`src/rtl/gps_pkg.sv`:
```
// package for the polar gaussian sampler: payload structs, constants, step functions
// no dependencies; used by every module of the block
`timescale 1ns / 1ps
package gps_pkg;

  localparam int UNIFORM_BITS_DEF = 32;
  localparam int LOG_STEPS        = 28;
  localparam int SQRT_STEPS       = 32;
  localparam int DIV_STEPS        = 32;
  localparam int FIFO_DEPTH       = 4;
  localparam int CFG_IDX_W        = 8;

  // 2 ln 2 in q.28
  localparam logic [28:0] TWO_LN2_Q28 = 29'd372130559;

  localparam logic [CFG_IDX_W-1:0] REG_MEAN = 8'd0;
  localparam logic [CFG_IDX_W-1:0] REG_STD  = 8'd1;

  typedef struct packed {
    logic [31:0] uniform_a;
    logic [31:0] uniform_b;
  } in_item_t;

  typedef struct packed {
    logic signed [31:0] sample_value;
    logic               last_of_pair;
  } out_item_t;

  typedef struct packed {
    logic single;
    logic neg_x;
    logic neg_y;
  } side_t;

  typedef struct packed {
    side_t       side;
    logic [31:0] ax;
    logic [31:0] ay;
    logic [62:0] s;
  } work_t;

  typedef struct packed {
    logic [63:0] v;
    logic [63:0] r;
  } sq_t;

  // one squaring step of the log2 fraction: {bit, new mantissa}
  function automatic logic [31:0] log_step(logic [30:0] m);
    logic [61:0] sq;
    sq = {31'b0, m} * {31'b0, m};
    return sq[61] ? {1'b1, sq[61:31]} : {1'b0, sq[60:30]};
  endfunction

  // one digit of the integer square root
  function automatic sq_t sqrt_step(sq_t a, logic [63:0] bit_w);
    sq_t        o;
    logic [64:0] sum;
    sum = {1'b0, a.r} + {1'b0, bit_w};
    if ({1'b0, a.v} >= sum) begin
      o.v = a.v - sum[63:0];
      o.r = (a.r >> 1) + bit_w;
    end else begin
      o.v = a.v;
      o.r = a.r >> 1;
    end
    return o;
  endfunction

  // one restoring division step: {new remainder, quotient bit}
  function automatic logic [32:0] div_step(logic [31:0] rem, logic nbit, logic [31:0] d);
    logic [32:0] t;
    logic [32:0] diff;
    t    = {rem, nbit};
    diff = t - {1'b0, d};
    return (t >= {1'b0, d}) ? {diff[31:0], 1'b1} : {t[31:0], 1'b0};
  endfunction

endpackage

```
`src/rtl/gps_fifo.sv`:
```
// small queue between front end and back end
// depends on gps_pkg
`timescale 1ns / 1ps
module gps_fifo (
  input  logic           clk,
  input  logic           rst_n,
  input  logic           push_valid,
  output logic           push_ready,
  input  gps_pkg::work_t push_data,
  output logic           pop_valid,
  input  logic           pop_ready,
  output gps_pkg::work_t pop_data
);
  import gps_pkg::*;

  localparam int AW = $clog2(FIFO_DEPTH);

  work_t           mem [0:FIFO_DEPTH-1];
  logic [AW-1:0]   wp_r, rp_r;
  logic [AW:0]     cnt_r;
  logic            push, pop;

  assign push_ready = cnt_r != (AW+1)'(FIFO_DEPTH);
  assign pop_valid  = cnt_r != '0;
  assign pop_data   = mem[rp_r];
  assign push       = push_valid && push_ready;
  assign pop        = pop_valid && pop_ready;

  always_ff @(posedge clk) begin
    if (!rst_n) begin
      wp_r  <= '0;
      rp_r  <= '0;
      cnt_r <= '0;
    end else begin
      if (push) wp_r <= wp_r + 1'b1;
      if (pop) rp_r <= rp_r + 1'b1;
      if (push && !pop) cnt_r <= cnt_r + 1'b1;
      else if (pop && !push) cnt_r <= cnt_r - 1'b1;
    end
  end

  always_ff @(posedge clk) begin
    if (push) mem[wp_r] <= push_data;
  end

endmodule

```
`config.mk`:
```
export PLATFORM = sky130hd
export DESIGN_NAME = gps_fifo
export DESIGN_NICKNAME = d
export VERILOG_FILES = /design/src/rtl/gps_pkg.sv /design/src/rtl/gps_fifo.sv
export SDC_FILE = /design/constraint.sdc
export NUM_CORES = 1
export LEC_CHECK = 0
export BUFFER_PORTS_ARGS = -buffer_cell sky130_fd_sc_hd__buf_2
export CAP_MARGIN = 20
export CORE_UTILIZATION = 35
export CTS_CLUSTER_SIZE = 16
export DETAILED_ROUTE_END_ITERATION = 8
export PLACE_DENSITY = 0.59
export SLEW_MARGIN = 20
export SYNTH_ARGS = -nofsm -noshare
export SYNTH_HDL_FRONTEND = slang
export SYNTH_SLANG_ARGS = --single-unit
```
`constraint.sdc`:
```
create_clock -name clk -period 5.7 [get_ports clk]
set_input_delay 0.285 -clock clk [delete_from_list [all_inputs] [get_ports clk]]
set_output_delay 0.285 -clock clk [all_outputs]
set_load 0.005 [all_outputs]
```
==> results.toml <==
[outcome]
status = "finished, final reports clean"

[synthesis]
synth-seq-cells = 529
synth_area_leader_cell = "edfxtp_1"
synthFlopType = "edfxtp_1"
yosysTopAreaCellShare_pct = 80.8
synth_common_cells = "edfxtp_1 (520), mux4_2 (130), buf_12 (11)"
async_flop_share_pct = 0
netlist_area_um2 = 19300
synth_most_common_cell = "edfxtp_1"
ys_types = 25
synth_edf_count = 520
syn_avg_cell_area_um2 = 26.6
synth.area.top_cells = "edfxtp_1 (81%), mux4_2 (15%), buf_12 (1.1%), dfxtp_1 (0.93%), ha_1 (0.32%)"
synth_cells = 727
seq_area_frac_synth_pct = 81.7
yosys_warnings = 0
synth_nets = 867

[detailed_routing]
post_drt_wl_per_cell_um = 19.9
ant_nets = 0
wirelength_mm = 37.8
via_per_inst = 4.76
dr.pass1.iters = 4
drtIter0Drc = 459
vias = 9043
drc = 0

[floorplanning]
initial_utilization_pct = 35.6
fp.dieW_um = 237
die_area_um2 = 56200
rows = 85
pin_count = 266
core_um2 = 54200
fp.dieH_um = 237

[power]
power_density_nw_per_um2 = 427
switching_share_pct = 24.6
clkPwrFrac_pct = 32.4
ir_drop_mv = 0.272
seqPwrFrac_pct = 47.1
p_comb_share_pct = 20.5
switchingPower_mw = 2.56
p_int_mw = 7.85
leakagePower_nw = 8.16

[clock_tree]
cts_resized = 0
cts_tree = "built"
clk_latency_ns = 0.58
cts_buffers = 54
cts_buffer_depth = 3
clk_pin_slew_worst_paths_ns = 0.06
clkSinkCount = 529
htreeDepth = 2
cts_hold_repair.buffers = 131
root_buffer = "clkbuf_16"
cts_setup_buffers = 0

[min_path]
holdPathStages = 3
worstHoldStart = "push_valid"
min_path_type = "primary input to flip-flop"
hold-path-endpoint = "wp_r[1]$_SDFFE_PN0P_"

[final_layout]
final_layout_size_suffix_gt1_share_pct = 40.3
final_nets = 1300
final_area_um2 = 24400
area_growth_pct = 26.2

[timing]
hold_violations = 0
skew_ns = 0.0113
slew_headroom_pct = 44.8
rsz0062_at_grt = "no"
setup_viol = 0
max_freq_mhz = 321
min_period_ns = 3.11
setup_ws_ns = 2.59
maxSlewViolCount = 0
worst_pin_slew_ns = 0.828
setup_tns_ns = 0
final.period_utilization_pct = 54.6

[placement]
dp_slack_ns = 3.08
dp_hpwl_mm = 21.4
gp_congestion = 0.695
portBuffers = 265
dpl-instance-area_um2 = 21400

[critical_path]
end_kind = "primary output"
cp.required_ns = 5.41
reg2reg_depth = 4
arrival_ns = 2.83
r2r_slack_ns = 3.23
crit_path_start_kind = "flip-flop"
crit_path_max_fanout = 32
path_class = "flip-flop to primary output"
r2r-end = "mem[3][111]$_DFFE_PP_"
r2r_start = "cnt_r[0]$_SDFFE_PN0P_"

[global_route]
grt_max_degree = 83
grt_pass1_wl_mm = 57.9
antenna_found_initial = 4
grt_pass1_vias = 9902
gr-usage-all-layers_pct = 13.5
grt_overflow = 0

[run]
max_cap_violations = 0
[placed cells by master, fill, tap and decap left out]
master / count
edfxtp_1: 520
buf_2: 265
dlygate4sd3_1: 131
mux4_2: 130
clkbuf_16: 57
clkinv_1: 16
clkbuf_1: 10
clkinv_2: 8
dfxtp_1: 7
buf_12: 6
nand2_1: 5
ha_1: 5
buf_4: 5
and2_4: 4
and2_1: 4
bufinv_16: 4
inv_1: 3
xnor2_1: 3
mux2i_1: 3
or3_1: 2
dfxtp_4: 2
diode_2: 1
nor2_1: 1
a21boi_2: 1
o31ai_1: 1
nor2b_1: 1
o311ai_0: 1
xor2_1: 1
o21ai_0: 1
a21boi_0: 1
fa_1: 1
clkinvlp_4: 1
inv_8: 1
[state kept, by name, indices dropped and copies added (netlist names), named ones only]
register	cells
cnt_r	3
mem	520
rp_r	2
wp_r	2
[critical path: stages, from the launching register on]
cell     delay, ns
dfxtp_4       0.79
buf_4         0.64
mux4_2        0.61
buf_2         0.15
[power groups by stage]
stage               logic (mW)  registers [mW]  clock network [mW]
CTS                       2.22            4.92                3.48
detailed placement        2.13            5.00                   0
finish                    2.14            4.90                3.37
global placement          2.13            4.98                   0
floorplan                 1.48            4.91                   0
global route              2.33            4.95                3.62
[cells by family (layout without fill, tap and decap cells)]
| family | count (synthesis) | after routing | synth area share (%) |
|---|---|---|---|
| adders and majority gates | 6 | 6 | 0.427 |
| xor gates and xnor gates | 4 | 4 | 0.181 |
| and+or+nand+nor | 17 | 17 | 0.472 |
| buffers and inverters | 33 | 507 | 1.73 |
| other | 0 | 1 | 0 |
| AOI/OAI and AO/OA | 5 | 5 | 0.207 |
| DFF | 529 | 529 | 81.7 |
| muxes | 133 | 133 | 15.3 |
[stage by stage]
stage | utilization, % | power, mW | std cells | hold slack (ns)
final | 45.0 | 10.4 | 1898 | 0.193
after global routing | 45.0 | 10.9 | 1898 | 0.166
after CTS | 45.0 | 10.6 | 1897 | 0.144
after detailed placement | 39.4 | 7.13 | 1669 | 0.489
after global placement | 39.4 | 7.11 | 1669 | 0.487
after floorplan | - | 6.40 | 727 | 0.384
[area by class of cell]
type,instances,area [µm²]
Fill cell,4619,29800
Clock inverter,30,239
Inverter,3,11.3
Antenna cell,1,2.50
Multi-Input combinational cell,165,3220
Tap cell,696,871
Clock buffer,67,1460
Timing Repair Buffer,407,2800
Sequential cell,529,15800
[metal layers]
metal	wire length (µm)	global-route usage, %	up-vias
met2	18600	22.5	228
met3	2660	4.15	58
met5	45	0	-
met4	609	3.36	6
li1	-	-	4009
met1	15900	17.2	4742
[how the worst max path moves through the flow]
stage | from | end | slack [ns]
global route | flip-flop | pop_data[8] | 2.31
global placement | flip-flop | pop_data[13] | 3.08
finish | flip-flop | pop_data[128] | 2.59
detailed placement | flip-flop | pop_data[119] | 3.08
floorplan | cnt_r[0]$_SDFFE_PN0P_ | mem[0][0]$_DFFE_PP_ | 1.39
CTS | flip-flop | pop_data[119] | 2.42
Note: power is estimated with default switching activity, not from simulation.
