==> src/rtl/gps_pkg.sv <==
// package for the polar gaussian sampler: payload structs, constants, step functions
// no dependencies; used by every module of the block
`timescale 1ns / 1ps
package gps_pkg;

  localparam int UNIFORM_BITS_DEF = 32;
  localparam int LOG_STEPS        = 28;
  localparam int SQRT_STEPS       = 32;
  localparam int DIV_STEPS        = 32;
  localparam int FIFO_DEPTH       = 4;
  localparam int CFG_IDX_W        = 8;

  // 2 ln 2 in q.28
  localparam logic [28:0] TWO_LN2_Q28 = 29'd372130559;

  localparam logic [CFG_IDX_W-1:0] REG_MEAN = 8'd0;
  localparam logic [CFG_IDX_W-1:0] REG_STD  = 8'd1;

  typedef struct packed {
    logic [31:0] uniform_a;
    logic [31:0] uniform_b;
  } in_item_t;

  typedef struct packed {
    logic signed [31:0] sample_value;
    logic               last_of_pair;
  } out_item_t;

  typedef struct packed {
    logic single;
    logic neg_x;
    logic neg_y;
  } side_t;

  typedef struct packed {
    side_t       side;
    logic [31:0] ax;
    logic [31:0] ay;
    logic [62:0] s;
  } work_t;

  typedef struct packed {
    logic [63:0] v;
    logic [63:0] r;
  } sq_t;

  // one squaring step of the log2 fraction: {bit, new mantissa}
  function automatic logic [31:0] log_step(logic [30:0] m);
    logic [61:0] sq;
    sq = {31'b0, m} * {31'b0, m};
    return sq[61] ? {1'b1, sq[61:31]} : {1'b0, sq[60:30]};
  endfunction

  // one digit of the integer square root
  function automatic sq_t sqrt_step(sq_t a, logic [63:0] bit_w);
    sq_t        o;
    logic [64:0] sum;
    sum = {1'b0, a.r} + {1'b0, bit_w};
    if ({1'b0, a.v} >= sum) begin
      o.v = a.v - sum[63:0];
      o.r = (a.r >> 1) + bit_w;
    end else begin
      o.v = a.v;
      o.r = a.r >> 1;
    end
    return o;
  endfunction

  // one restoring division step: {new remainder, quotient bit}
  function automatic logic [32:0] div_step(logic [31:0] rem, logic nbit, logic [31:0] d);
    logic [32:0] t;
    logic [32:0] diff;
    t    = {rem, nbit};
    diff = t - {1'b0, d};
    return (t >= {1'b0, d}) ? {diff[31:0], 1'b1} : {t[31:0], 1'b0};
  endfunction

endpackage

==> src/rtl/gps_front.sv <==
// front end: maps uniforms to |x|,|y|, forms s and drops rejected pairs
// depends on gps_pkg
`timescale 1ns / 1ps
module gps_front #(
  parameter int UNIFORM_BITS = gps_pkg::UNIFORM_BITS_DEF
) (
  input  logic             clk,
  input  logic             rst_n,
  input  logic             in_valid,
  output logic             in_ready,
  input  gps_pkg::in_item_t in_data,
  input  logic             std_zero,
  output logic             q_valid,
  input  logic             q_ready,
  output gps_pkg::work_t   q_data
);
  import gps_pkg::*;

  localparam int SHL = (UNIFORM_BITS < 32) ? 32 - UNIFORM_BITS : 0;
  localparam int SHR = (UNIFORM_BITS > 32) ? UNIFORM_BITS - 32 : 0;

  function automatic logic [31:0] to_q32(logic [31:0] u);
    return (u << SHL) >> SHR;
  endfunction

  function automatic logic [31:0] mid_offset(logic [31:0] uq);
    return uq[31] ? {1'b0, uq[30:0]} : (32'h8000_0000 - uq);
  endfunction

  logic        v1_r, v2_r;
  side_t       sd1_r, sd2_r;
  logic [31:0] ax1_r, ay1_r, ax2_r, ay2_r;
  logic [62:0] sqx2_r, sqy2_r;
  logic [31:0] ua, ub;
  logic [63:0] s_sum;
  logic        reject, en1, en2;

  assign ua = to_q32(in_data.uniform_a);
  assign ub = to_q32(in_data.uniform_b);

  assign s_sum  = {1'b0, sqx2_r} + {1'b0, sqy2_r};
  assign reject = !sd2_r.single && (s_sum == 64'd0 || s_sum > 64'h4000_0000_0000_0000);

  assign en2      = !v2_r || q_ready || reject;
  assign en1      = !v1_r || en2;
  assign in_ready = en1;

  assign q_valid        = v2_r && !reject;
  assign q_data.side    = sd2_r;
  assign q_data.ax      = ax2_r;
  assign q_data.ay      = ay2_r;
  assign q_data.s       = s_sum[62:0];

  always_ff @(posedge clk) begin
    if (!rst_n) begin
      v1_r <= 1'b0;
      v2_r <= 1'b0;
    end else begin
      if (en1) v1_r <= in_valid;
      if (en2) v2_r <= v1_r;
    end
  end

  always_ff @(posedge clk) begin
    if (en1) begin
      sd1_r.single <= std_zero;
      sd1_r.neg_x  <= ~ua[31];
      sd1_r.neg_y  <= ~ub[31];
      ax1_r        <= mid_offset(ua);
      ay1_r        <= mid_offset(ub);
    end
    if (en2) begin
      sd2_r  <= sd1_r;
      ax2_r  <= ax1_r;
      ay2_r  <= ay1_r;
      sqx2_r <= {31'b0, ax1_r} * {31'b0, ax1_r};
      sqy2_r <= {31'b0, ay1_r} * {31'b0, ay1_r};
    end
  end

endmodule

==> config.mk <==
export PLATFORM = sky130hd
export DESIGN_NAME = gps_front
export DESIGN_NICKNAME = d
export VERILOG_FILES = /design/src/rtl/gps_pkg.sv /design/src/rtl/gps_front.sv
export SDC_FILE = /design/constraint.sdc
export NUM_CORES = 2
export LEC_CHECK = 0
export ABC_AREA = 1
export BUFFER_PORTS_ARGS = -buffer_cell sky130_fd_sc_hd__buf_2
export CORE_MARGIN = 2
export CORE_UTILIZATION = 27
export CTS_CLUSTER_DIAMETER = 100
export DETAILED_ROUTE_END_ITERATION = 16
export GPL_ROUTABILITY_DRIVEN = 0
export PLACE_DENSITY = 0.51
export SLEW_MARGIN = 20
export SYNTH_ARGS = -nofsm -noshare
export SYNTH_HDL_FRONTEND = slang
export SYNTH_SLANG_ARGS = --single-unit
==> constraint.sdc <==
create_clock -name clk -period 17.6 [get_ports clk]
set_clock_uncertainty 0.1 [all_clocks]
set_input_delay 0 -clock clk [delete_from_list [all_inputs] [get_ports clk]]
set_output_delay 0 -clock clk [all_outputs]
set_load 0.005 [all_outputs]
==> flow_summary.yaml <==
run_status:
  status: "complete, no violations"
synthesis:
  syn_area_um2: 74500
  syn_nets: 11100
  synth_top_cells_by_count: "inv_1 (2,901), nand2_1 (1,873), fa_1 (1,589)"
  seq_area_frac_synth_pct: 10.4
  avgSynthCellArea_um2: 8.43
  async_flop_share_pct: 0
  ys.flop_type: "edfxtp_1"
  synth.area.top_cells: "fa_1 (43%), inv_1 (15%), ha_1 (11%)"
  syn_inst: 8834
  synth_most_common_cell: "inv_1"
  synth_top_area_share_pct: 42.7
  synth_cell_type_count: 55
  ys_ff_latch: 258
  synth_edf_count: 256
  synth_area_leader_cell: "fa_1"
  ys_warn_count: 0
setup_path:
  rrSetupSlack_ns: 8.92
  reg2reg_from: "ax1_r[18]"
  timing.critical_path.from_type: "flip-flop"
  path_class: "reg -> reg"
  arrival_ns: 8.98
  crit_start: "ax1_r[18]"
  cp.required_ns: 17.90
  end_kind: "flip-flop"
  crit_path_top_delay_cell: "edfxtp_1"
  max_stage_delay_ns: 1.04
  crit_end: "sqx2_r[58]"
  r2r_cells: 25
  path_max_fanout: 19
  r2r_end: "sqx2_r[58]"
  path_common_cell: "fa_1"
sta:
  finalHoldViolations: 0
  setup_violations: 0
  tightest_slew_ns: 1.08
  slew_viol_final: 0
  max_slew_margin_pct: 28.2
  finalCriticalPeriod_ns: 8.68
  fmaxAchievable_ghz: 0.115
  post-route-period-util_pct: 49.3
  fin_tns_setup_ns: 0
  rsz0062_at_grt: "no"
clock_tree:
  clock_sinks: 258
  cts_root_buffer: "clkbuf_16"
  h-tree-depth: 2
  cts_resized: 0
  clock_path_buffers: 3
  hold_buffers: 130
  clock_latency_ns: 0.67
  numCtsBuffers: 39
  cts_tree: "done"
  postCtsSetupBuffers: 0
  clk_pin_slew_ns: 0.06
global_route:
  grt_use_total_pct: 15.6
  overflow: 0
  grt_pass1_vias: 58200
  grt_pass1_wl_um: 337000
  grt_max_degree: 67
  antenna_found_initial: 3
finish:
  nNetsFinal: 11400
  layout-drive-gt1-share_pct: 4.72
  area_delta_synth_final_pct: 10.8
flow_run:
  drv.max_cap_violation_count: 0
routing:
  wire_per_inst_um: 16.5
  drt_iter0_markers: 3011
  vias_per_cell: 4.18
  drt-total-wl_um: 211000
  drc: 0
  antenna_left: 0
  drt_pass1_iterations: 5
  vias: 53400
floorplan:
  coreArea_um2: 274000
  std_cell_rows: 192
  die_h_um: 529
  fp.dieArea_um2: 280000
  start_util_pct: 27.2
  die_width_um: 529
  num_io_pins: 201
place:
  port_buffers: 200
  post-dp-hpwl_um: 178000
min_path:
  hold_path_class: "in -> reg"
worst max-delay path, delay by kind of cell (launching register included):
kind	cells	cell delay, ns
fa+ha+maj	9	4.36
simple gates	7	1.10
compound gates	4	1.11
flops	1	1.04
buf+inv	4	0.60
xor+xnor	1	0.09
area by class of cell:
type / instances / area, um2
antenna: 3 / 7.51
clock buffer: 46 / 1020
clock inverter: 24 / 350
fill: 29300 / 192000
inverter: 2914 / 10900
multi-input combinational: 5447 / 55000
sequential: 258 / 7730
tap: 3686 / 4610
timing repair buffer: 400 / 2830
flip-flops by register name, summed over array words and instances, names as in the netlist:
name / flops
ax1_r: 32
sqy2_r: 61
v2_r: 1
sd1_r: 3
sqx2_r: 61
ay1_r: 32
ay2_r: 32
q_data: 3
ax2_r: 32
v1_r: 1
worst min-delay path by stage:
| stage | from | end | slack, ns | depth (start not counted) |
|---|---|---|---|---|
| after global routing | in_data[1] | ay1_r[1] | 0.20 | 4 |
| after floorplan | in_data[32] | ax1_r[0] | -0.001 | 0 |
| after global placement | std_zero | sd1_r[2] | 0.08 | 1 |
| after CTS | in_data[1] | ay1_r[1] | 0.11 | 4 |
| final | q_ready | sd1_r[2] | 0.16 | 3 |
| after detailed placement | std_zero | sd1_r[2] | 0.08 | 1 |
per-stage QoR:
step	area, um2	utilization, %	hold WS (ns)	worst slack (ns)	std cells
final	82500	30.1	0.159	8.92	12800
after global routing	82500	30.1	0.204	8.40	12800
after CTS	82500	30.1	0.108	8.90	12800
after detailed placement	79800	29.1	0.0796	8.96	12600
after global placement	79800	29.1	0.0773	8.95	12600
after floorplan	74500	-	-0.00113	10.19	8834
cells in the final DEF, fill, tap and decap left out, types with 5 or more instances in the layout:
cell type      instances
a21boi_0               5
a21o_1                16
a21oi_1              229
a31o_2                12
a31oi_1               43
buf_2                200
buf_4                 70
bufinv_16              7
clkbuf_1               6
clkbuf_16             40
clkinv_1               5
dlygate4sd3_1        130
edfxtp_1             256
fa_1                1589
ha_1                 650
inv_1               2901
inv_2                 11
nand2_1             1872
nand2_2               11
nand3_1               94
nand3_2                5
nand3b_1              23
nand4_1               18
nor2_1               305
nor2_2                24
nor3_1                34
nor3_2                 5
nor4_1                15
o211ai_1               5
o21a_1                17
o21ai_0               93
o21ai_1               13
o21bai_1              28
o31ai_1                5
or2_2                 15
xnor2_1              108
xor2_1               175
logic make-up (layout without fill, tap and decap cells):
group,count (synthesis),in the layout,share of synthesized area (%)
compound gates,488,488,3.80
xor+xnor,283,283,3.33
fa+ha+maj,2239,2239,53.6
buf+inv,3129,3384,15.8
flops,258,258,10.4
other cells,0,3,0
simple gates,2437,2437,13.1
per-layer routing:
metal	routed length [um]	global-route usage (%)
met3	7330	1.28
met1	91000	20.0
met2	106000	27.5
met5	26	0
met4	7380	5.02
Power is not shown: default switching activity piles up to over one toggle a cycle in this logic, so the estimate is an artifact.
